**src/sv/swm_pkg.sv**
```systemverilog
// Shared constants, types and command/status structures of the sliding-window median unit.
package swm_pkg;

  localparam int WINDOW_MAX  = 64;
  localparam int SAMPLE_BITS = 32;
  localparam int IDX_W       = $clog2(WINDOW_MAX);
  localparam int CNT_W       = IDX_W + 1;
  localparam int CFG_W       = 7;

  typedef logic signed [SAMPLE_BITS-1:0] sample_t;

  typedef enum logic [1:0] {
    ST_IDLE,
    ST_PICK,
    ST_SHIFT
  } swm_state_t;

  // Commands from the controller to the datapath.
  typedef struct packed {
    logic insert;
    logic pick;
    logic shift;
  } swm_cmd_t;

  // Status from the datapath to the controller.
  typedef struct packed {
    logic window_full;
    logic out_busy;
  } swm_status_t;

endpackage

```
**src/sv/swm_ctrl.sv**
```systemverilog
// Controller state machine: sequences insertion, median capture and eviction.
module swm_ctrl (
  input  logic                clk,
  input  logic                rst,
  input  logic                s_tvalid,
  output logic                s_tready,
  input  swm_pkg::swm_status_t status,
  output swm_pkg::swm_cmd_t    cmd
);

  swm_pkg::swm_state_t state;
  swm_pkg::swm_state_t state_next;

  always_ff @(posedge clk) begin
    if (rst) begin
      state <= swm_pkg::ST_IDLE;
    end else begin
      state <= state_next;
    end
  end

  always_comb begin
    state_next = state;
    cmd        = '0;
    s_tready   = 1'b0;
    case (state)
      swm_pkg::ST_IDLE: begin
        s_tready = 1'b1;
        if (s_tvalid) begin
          cmd.insert = 1'b1;
          // The incoming request completes the window, so a result follows.
          if (status.window_full) begin
            state_next = swm_pkg::ST_PICK;
          end
        end
      end
      swm_pkg::ST_PICK: begin
        if (!status.out_busy) begin
          cmd.pick   = 1'b1;
          state_next = swm_pkg::ST_SHIFT;
        end
      end
      swm_pkg::ST_SHIFT: begin
        cmd.shift  = 1'b1;
        state_next = swm_pkg::ST_IDLE;
      end
      default: begin
        state_next = swm_pkg::ST_IDLE;
      end
    endcase
  end

  assert property (@(posedge clk) disable iff (rst)
    cmd.pick |=> cmd.shift)
    else $error("eviction did not follow median capture");

  assert property (@(posedge clk) disable iff (rst)
    $countones({cmd.insert, cmd.pick, cmd.shift}) <= 1)
    else $error("more than one datapath command at once");

  assert property (@(posedge clk) disable iff (rst)
    cmd.shift |=> s_tready)
    else $error("controller did not return to accepting after eviction");

endmodule

```
**config.mk**
```make
export PLATFORM = sky130hd
export DESIGN_NAME = swm_ctrl
export DESIGN_NICKNAME = d
export VERILOG_FILES = /design/src/sv/swm_pkg.sv /design/src/sv/swm_ctrl.sv
export SDC_FILE = /design/constraint.sdc
export NUM_CORES = 1
export LEC_CHECK = 0
export ABC_AREA = 1
export BUFFER_PORTS_ARGS = -buffer_cell sky130_fd_sc_hd__buf_4
export CAP_MARGIN = 20
export CORE_AREA = 2 2 39 41
export CTS_BUF_LIST = sky130_fd_sc_hd__clkbuf_4 sky130_fd_sc_hd__clkbuf_8 sky130_fd_sc_hd__clkbuf_16
export DETAILED_ROUTE_END_ITERATION = 10
export DIE_AREA = 0 0 41 43
export MAX_ROUTING_LAYER = met4
export PLACE_DENSITY = 0.31
export SLEW_MARGIN = 25
export SYNTH_ARGS = -nofsm -noshare
export SYNTH_HDL_FRONTEND = slang
export SYNTH_SLANG_ARGS = --single-unit
```
**constraint.sdc**
```tcl
create_clock -name clk -period 2 [get_ports clk]
set_input_delay 0.1 -clock clk [delete_from_list [all_inputs] [get_ports clk]]
set_output_delay 0.1 -clock clk [all_outputs]
set_load 0.05 [all_outputs]
```
; Word level (Yosys, flattened, before mapping)
; Index checks and enable logic that the tools add are counted.
[word_totals]
ff_bits = 2
inputBits = 5
out_inout_bits = 4
word_cells = 18
[op_classes]
n_eq_ne = 5
mux = 10
n_reduce_logical = 2
[ops]
columns = operator, n
row1 = $mux W1, 6
row2 = $mux W2, 3
row3 = $ne A2 B2 Y1 const B, 3
row4 = $pmux W2 S2, 1
row5 = $reduce_and A3 Y1, 1
row6 = $eq A2 B1 Y1 const B, 1
row7 = $eq A2 B2 Y1 const B, 1
row8 = $logic_not A2 Y1, 1

; Longest topological paths before layout
; Gate-level depths: netlist of run 1.
[depth]
word_depth = 3
ltp_mapped = 3
depth_no_buf = 3

; Worst setup path before layout of run 1
; No wires, ideal clock.
[synth_timing]
kind = flip-flop to output port
startpoint = register state[0]
endpoint = output cmd[2] in the netlist's numbering
arrival_ns = 1.505
slack_ns = 0.395
stages_incl_launch_ff = 2
path_buffers = 0
cell_sequence = dfxtp_1 nor3b_1
[synth_rtl]
columns = item, line_no
row1 = start: declaration, swm_ctrl.sv:11  ; swm_pkg::swm_state_t state;
row2 = start signal: assignment, swm_ctrl.sv:16  ; state <= swm_pkg::ST_IDLE;
row3 = start signal: assignment, swm_ctrl.sv:18  ; state <= state_next;
row4 = end: declaration, swm_ctrl.sv:8  ; output swm_pkg::swm_cmd_t cmd

==> results of run 1 <==
stage by stage:
stage                     area, um^2  hold slack [ns]  power [W]
after floorplan                 97.6            0.162  0.0000659
after detailed placement         178            0.268  0.0000814
after global routing             200           0.0375   0.000178
final                            200           0.0387   0.000170
after CTS                        200           0.0295   0.000176
after global placement           178            0.270  0.0000815
cell families after synthesis:
group / count (synthesis) / share of synthesized area (%)
flops: 2 / 41.0
compound gates: 1 / 8.98
simple gates: 8 / 46.2
buf+inv: 1 / 3.84
worst max-delay path, stage by stage, from the launching register on:
cell	delay, ns
dfxtp_1	0.33
nor3b_1	0.23
buf_4	0.24
layout by cell type, fill, tap and decap left out:
master | Yosys | layout
nor3b_1 | 1 | 1
dfxtp_1 | 2 | 2
buf_4 | 0 | 8
nand3_1 | 1 | 1
nor3_1 | 1 | 1
nand3_2 | 1 | 1
inv_1 | 1 | 1
nand2_1 | 1 | 1
nor2_1 | 2 | 2
a21oi_2 | 1 | 1
nor2_2 | 1 | 1
clkbuf_4 | 0 | 3
power groups by stage:
stage | clock, W | combinational [W] | sequential, W
5_1_grt | 0.0000950 | 0.0000394 | 0.0000438
3_3_place_gp | 0 | 0.0000374 | 0.0000441
2_1_floorplan | 0 | 0.0000220 | 0.0000439
4_1_cts | 0.0000952 | 0.0000375 | 0.0000437
3_5_place_dp | 0 | 0.0000373 | 0.0000442
6_report | 0.0000891 | 0.0000373 | 0.0000437
final timing paths:
| check | from | to | slack, ns | depth (start not counted) |
|---|---|---|---|---|
| setup / recovery | state[0] | cmd[2] | 0.87 | 2 |
| hold / removal | rst | state[0] | 0.04 | 2 |
| setup reg to reg | state[0] | state[0] | 1.26 | 3 |
| hold reg to reg | state[0] | state[1] | 0.53 | 2 |
per-layer routing:
layer | vias to the layer above | global-route usage (%)
li1 | 63 | -
met1 | 41 | 6.69
met2 | 11 | 2.81
met3 | 2 | 2.09
met4 | 0 | 10.0
met5 | - | -
final cells by class:
| type | count | area (um^2) |
|---|---|---|
| Fill cell | 148 | 1180 |
| Timing Repair Buffer | 8 | 60.1 |
| Multi-Input combinational cell | 9 | 53.8 |
| Sequential cell | 2 | 40.0 |
| Clock buffer | 3 | 22.5 |
| Tap cell | 16 | 20.0 |
| Inverter | 1 | 3.75 |
==> flow_summary_export.csv, run 1 <==
group,metric,value,unit
synth,yosysUniqueCellTypes,10,
synth,ys_async_sr_fraction,0,%
pwr,intPower,0.000122,W
finish,nNetsFinal,30,
floorplan,rows,14,
floorplan,coreArea,0.00138,mm^2
placed_design,dp.cells,36,
floorplan,die-area,0.00176,mm^2
synth,synth_top_flop_cell,"dfxtp_1",
worst_setup_path,required,1.90,ns
detailed_routing,dr.pass1.iters,2,
job,drv_cap,0,
pwr,pwr-share-clk,52.4,%
timing,maxSlewHeadroom,86.5,%
detailed_routing,dr_wl_met3,48,um
synth,ys_seq_area_share,41.0,%
placed_design,io_buffers,8,
timing,fin_tns_setup,0,ns
detailed_routing,routed_via_density,3.00,
pwr,power_frac_seq,25.7,%
placed_design,gp_congestion,0.605,
grt,grt_pass1_wl,476,um
clock_network,clk_latency,0.22,ns
pwr,combinationalPowerShare,21.9,%
timing,finalSetupViolations,0,
synth,syn_inst,12,
pwr,switching_power,0.0000482,W
worst_setup_path,cp-end-kind,"output port",
detailed_routing,drc_errors,0,
finish,reg.largest.list,"state x2",
timing,hold_viol,0,
pwr,power-per-cell-area,849,mW/mm^2
worst_setup_path,start_kind,"flop",
worst_setup_path,arrival,1.03,ns
detailed_routing,vias,117,
clock_network,cts-resized-gates,0,
detailed_routing,wl,315,um
min_path,hold_path_class,"primary input to flop",
clock_network,cts_hold_buf,0,
clock_network,path_clk_slew,0.03,ns
finish,stdcell_count,39,
timing,grt_setup_unrepaired,"false",
worst_setup_path,critical_path_class,"flop to output port",
synth,ys_ff_latch,2,
finish,syn_to_final_growth,105,%
clock_network,root_buffer,"clkbuf_4",
detailed_routing,top_layer_used,"met4",
floorplan,ioPinCount,9,
clock_network,cts_tree,"built",
synth,synth_top_area_cell,"dfxtp_1",
grt,antenna_found_initial,0,
detailed_routing,met2_length,87,um
synth,syn_area_per_cell,8.13,um^2
finish,drive_gt1_share,60.9,%
timing,fin_crit,1.13,ns
detailed_routing,wl_met1,163,um
grt,grt_max_degree,6,
finish,final_util,14.5,%
clock_network,htreeDepth,1,
grt,grtUsageTotal,5.03,%
synth,synth_top_area_share,41.0,%
synth,ys_warn_count,0,
synth,yosys-top-cells-count,"dfxtp_1, nor2_1",
grt,grt_pass1_vias,133,
grt,grt_overflow,0,
timing,fin_skew,0.000787,ns
placed_design,dp_slack,1.12,ns
floorplan,start_util,7.05,%
floorplan,die_w,41,um
timing,final_max_slew_viol_count,0,
synth,synth_top_cells_by_area,"dfxtp_1, nand3_2, a21oi_2",
finish,largest_register,"state",
pwr,p_leak,0.0871,nW
detailed_routing,ant_nets,0,
status,outcome,"finished clean",
clock_network,cts_sinks,2,
clock_network,cts_setup_buffers,0,
synth,syn_area,97.6,um^2
synth,synth-edff-count,0,
worst_setup_path,worstPathMaxFanout,5,
finish,largest_reg_flops,2,
timing,period_share,56.4,%
clock_network,numCtsBuffers,3,
timing,setup_slack,0.871,ns
timing,max_freq,886,MHz
finish,antenna_cells,0,
clock_network,clockBufferDepth,2,
detailed_routing,routedWlPerCell,8.08,um
synth,synth_nets,17,
timing,worstMarginPinSlew,0.202,ns
floorplan,die_h,43,um
pwr,switching_share,28.3,%
detailed_routing,drt-initial-drc-count,5,
pwr,ir_drop,0.181,mV
Power figures use the tool's default switching activity.
==> run 2: changes to the inputs <==
Clock period 2 ns to 1.1 ns, I/O delays scaled along.
==> flow_summary_export.csv, run 2 (synthesized netlist as in run 1, its figures left out) <==
group,metric,value,unit
status,outcome,"finished clean",
worst_setup_path,r2r_cells,3,
floorplan,die_h,43,um
clock_network,numCtsBuffers,3,
timing,final_max_slew_viol_count,0,
worst_setup_path,worstPathMaxFanout,3,
finish,mostFrequentLayoutCells,"buf_4, clkbuf_4, nor2_2",
detailed_routing,routedWlPerCell,7.98,um
pwr,p_leak,0.0954,nW
placed_design,dp_slack,0.252,ns
timing,max_freq,961,MHz
timing,setup_slack,0.0590,ns
detailed_routing,drt-initial-drc-count,1,
placed_design,dp_hpwl,234,um
timing,hold_viol,0,
detailed_routing,drc_errors,0,
placed_design,io_buffers,8,
worst_setup_path,reg2reg_to,"state[0]",
worst_setup_path,start_kind,"flop",
timing,worstMarginPinSlew,0.153,ns
floorplan,ioPinCount,9,
floorplan,coreArea,0.00138,mm^2
floorplan,die-area,0.00176,mm^2
worst_setup_path,cp_top_family,"flip-flops",
min_path,min_from,"status[0]",
detailed_routing,routed_via_density,3.18,
worst_setup_path,reg2reg_slack,0.35,ns
timing,maxSlewHeadroom,89.9,%
finish,multi_input_area,61.3,um^2
floorplan,die_w,41,um
detailed_routing,vias,127,
finish,reg.largest.list,"state x2",
finish,syn_to_final_growth,128,%
placed_design,gp_congestion,0.562,
worst_setup_path,critical_path.max_stage_delay,0.32,ns
grt,grtUsageTotal,5.13,%
worst_setup_path,cp_num_buf_inv,2,
grt,grt_max_degree,6,
finish,largest_register,"state",
worst_setup_path,cp_slowest_cell,"dfxtp_1",
worst_setup_path,path_cells,"inv_1 > nand2_1 > nor2_2 > buf_6",
pwr,power-per-cell-area,1420,mW/mm^2
worst_setup_path,required,1.04,ns
pwr,ir_drop,0.377,mV
timing,fin_skew,0.00133,ns
worst_setup_path,critical_path_class,"flop to output port",
timing,grt_setup_unrepaired,"false",
timing,period_share,94.6,%
clock_network,clockBufferDepth,2,
detailed_routing,ant_nets,0,
finish,nNetsFinal,31,
finish,final_common_cell,"buf_4",
grt,antenna_found_initial,0,
timing,finalSetupViolations,0,
finish,final_util,16.1,%
clock_network,htreeDepth,1,
timing,fin_crit,1.04,ns
detailed_routing,wl,319,um
grt,grt_pass1_wl,483,um
job,drv_cap,0,
finish,fill_cells,154,
finish,antenna_cells,0,
worst_setup_path,cp-end-kind,"output port",
detailed_routing,dr.pass1.iters,2,
clock_network,cts_tree,"built",
clock_network,cts_sinks,2,
worst_setup_path,endpoint,"cmd[1]",
grt,grt_overflow,0,
finish,largest_reg_flops,2,
worst_setup_path,critPathLaunch,"state[1]",
floorplan,start_util,7.05,%
worst_setup_path,rr_startpoint,"state[0]",
clock_network,clk_latency,0.22,ns
floorplan,rows,14,
min_path,hold_path_class,"primary input to flop",
clock_network,path_clk_slew,0.03,ns
grt,grt_pass1_vias,129,
worst_setup_path,arrival,0.99,ns
finish,seq_area,41.3,um^2
finish,drive_gt1_share,70.8,%
worst_setup_path,path_depth,4,
clock_network,root_buffer,"clkbuf_4",
==> run 2: worst min path at each step <==
| stage | to | slack [ns] | depth (start not counted) |
|---|---|---|---|
| finish | state[1] | 0.02 | 2 |
| global route | state[1] | 0.01 | 2 |
| CTS | state[1] | 0.008 | 2 |
| detailed placement | state[0] | 0.22 | 2 |
| global placement | state[0] | 0.22 | 2 |
| floorplan | state[0] | 0.12 | 1 |
==> run 2: what timing repair did <==
action	4_1_cts	5_1_grt
gates resized for setup	0	2
endpoints found under the setup margin	0	1
hold buffers	1	0
setup buffers	0	0
endpoints found under the hold margin	2	0
==> run 2: metrics by stage <==
stage	setup TNS [ns]	total power [W]	area, um^2	hold WS [ns]	instances
global route	0	0.000333	223	0.0119	40
floorplan	-0.0534	0.000122	105	0.117	12
global placement	0	0.000150	185	0.222	36
finish	0	0.000317	223	0.0185	40
CTS	0	0.000328	218	0.00794	40
detailed placement	0	0.000150	185	0.224	36
==> run 2: where the power goes <==
part | switching (W) | internal, W
Sequential | 0.00000390 | 0.0000766
Combinational | 0.0000437 | 0.0000294
Clock | 0.0000427 | 0.000120
==> run 2: layer usage <==
layer / track usage [%] / up-vias / share of wire, %
li1: - / 67 / -
met1: 6.07 / 47 / 49
met2: 3.75 / 11 / 28
met3: 2.09 / 2 / 18
met4: 10.0 / 0 / 4.4
met5: - / - / 0
==> run 2: cell type report <==
| cell class | instances | area share (%) |
|---|---|---|
| sequential | 2 | 18.5 |
| timing repair buffer | 9 | 33.1 |
| inverter | 1 | 1.69 |
| tap | 16 | 8.99 |
| multi-input combinational | 9 | 27.5 |
| clock buffer | 3 | 10.1 |
==> run 3: changes to the inputs <==
==> constraint.sdc (replaced) <==
create_clock -name clk -period 1.1 [get_ports clk]
set_input_delay 0.22 -clock clk [delete_from_list [all_inputs] [get_ports clk]]
set_output_delay 0.22 -clock clk [all_outputs]
set_load 0.05 [all_outputs]
==> flow_summary_export.csv, run 3 (synthesized netlist as in run 1, its figures left out) <==
group,metric,value,unit
status,outcome,"finished, violations left",
status,violations,"setup timing",
detailed_routing,ant_nets,0,
detailed_routing,routed_via_density,3.17,
finish,reg.largest.list,"state x2",
clock_network,path_clk_slew,0.03,ns
pwr,pwr-share-clk,49.1,%
placed_design,gp_congestion,0.560,
pwr,switching_share,27.5,%
timing,max_freq,869,MHz
finish,multi_input_area,71.3,um^2
pwr,power-per-cell-area,1260,mW/mm^2
finish,mostFrequentLayoutCells,"buf_4, clkbuf_4, buf_6, nor2_2, dfxtp_2",
clock_network,cts_tree,"built",
clock_network,numCtsBuffers,3,
grt,grt_pass1_wl,462,um
job,drv_cap,0,
grt,antenna_found_initial,0,
timing,setup_slack,-0.0501,ns
finish,drive_gt1_share,92.0,%
timing,period_share,105,%
timing,fin_tns_setup,-0.109,ns
worst_setup_path,arrival,0.93,ns
timing,whs,0.152,ns
finish,final_util,18.4,%
detailed_routing,wl,289,um
floorplan,die-area,0.00176,mm^2
finish,fill_cells,154,
worst_setup_path,worstPathMaxFanout,3,
finish,syn_to_final_growth,160,%
clock_network,htreeDepth,1,
worst_setup_path,start_kind,"flop",
pwr,combinationalPowerShare,25.5,%
placed_design,dp.cells,36,
pwr,power_frac_seq,25.3,%
pwr,intPower,0.000233,W
grt,grt_max_degree,6,
worst_setup_path,critPathLaunch,"state[1]",
clock_network,clockBufferDepth,2,
floorplan,start_util,7.05,%
finish,antenna_cells,0,
finish,largest_reg_flops,2,
grt,grt_pass1_vias,116,
finish,stdcell_count,41,
timing,final_max_slew_viol_count,0,
placed_design,dp_hpwl,232,um
detailed_routing,routedWlPerCell,7.05,um
floorplan,rows,14,
grt,grtUsageTotal,4.92,%
worst_setup_path,critical_path_class,"flop to output port",
min_path,min_from,"rst",
floorplan,ioPinCount,9,
worst_setup_path,rr_startpoint,"state[1]",
finish,largest_register,"state",
pwr,switching_power,0.0000882,W
finish,seq_area,42.5,um^2
pwr,p_leak,0.105,nW
floorplan,die_w,41,um
timing,finalSetupViolations,4,
detailed_routing,drc_errors,0,
detailed_routing,drt-initial-drc-count,2,
clock_network,cts_hold_buf,0,
timing,grt_setup_unrepaired,"true",
clock_network,clk_latency,0.22,ns
floorplan,coreArea,0.00138,mm^2
clock_network,root_buffer,"clkbuf_4",
finish,nNetsFinal,32,
timing,maxSlewHeadroom,89.7,%
detailed_routing,vias,130,
timing,fin_skew,0.00269,ns
detailed_routing,dr.pass1.iters,2,
timing,worstMarginPinSlew,0.153,ns
timing,fin_crit,1.15,ns
min_path,hold_path_class,"primary input to flop",
pwr,ir_drop,0.320,mV
placed_design,io_buffers,8,
worst_setup_path,cp-end-kind,"output port",
timing,hold_viol,0,
worst_setup_path,required,0.88,ns
grt,grt_overflow,0,
finish,final_common_cell,"buf_4",
clock_network,cts_sinks,2,
worst_setup_path,reg2reg_slack,0.30,ns
floorplan,die_h,43,um
-- run 3: power by group through the flow --
| stage | registers (W) | logic [W] | clock network [W] |
|---|---|---|---|
| floorplan | 0.0000807 | 0.0000431 | 0 |
| global placement | 0.0000810 | 0.0000703 | 0 |
| detailed placement | 0.0000812 | 0.0000707 | 0 |
| CTS | 0.0000814 | 0.0000802 | 0.000169 |
| global route | 0.0000821 | 0.0000879 | 0.000178 |
| finish | 0.0000814 | 0.0000819 | 0.000158 |
-- run 3: critical path: stages (launching register included) --
cell,delay [ns]
dfxtp_2,0.33
inv_2,0.07
nand2_2,0.07
nor2_4,0.09
buf_8,0.15
-- run 3: layer usage --
| metal | vias up | GRT usage (%) | share of wire, % |
|---|---|---|---|
| li1 | 68 | - | - |
| met1 | 53 | 4.78 | 54 |
| met2 | 9 | 3.75 | 31 |
| met3 | 0 | 6.28 | 16 |
| met4 | 0 | 6.00 | 0 |
| met5 | - | - | 0 |
-- run 3: worst paths after layout --
path | endpoint | cells past startpoint
setup reg to reg | state[1] | 4
hold / removal | state[0] | 2
setup / recovery | cmd[1] | 4
hold reg to reg | state[0] | 2
-- run 3: what timing repair did --
action | in CTS | in global routing
endpoints found under the setup margin | 4 | 4
resized for setup | 8 | 1
pin swaps | 1 | 0
buffers inserted | 1 | 1
-- run 3: final cells by class --
type / instances / share of cell area, %
Inverter: 1 / 1.48
Multi-Input combinational cell: 9 / 28.1
Sequential cell: 2 / 16.7
Tap cell: 16 / 7.88
Timing Repair Buffer: 10 / 36.9
Clock buffer: 3 / 8.87
-- run 3: through the flow --
stage,instance area [um^2],worst slack (ns),power (W)
after global routing,254,-0.104,0.000348
after floorplan,113,-0.150,0.000124
after global placement,193,0.0553,0.000151
after CTS,243,-0.0668,0.000331
after detailed placement,193,0.0501,0.000152
final,254,-0.0501,0.000321
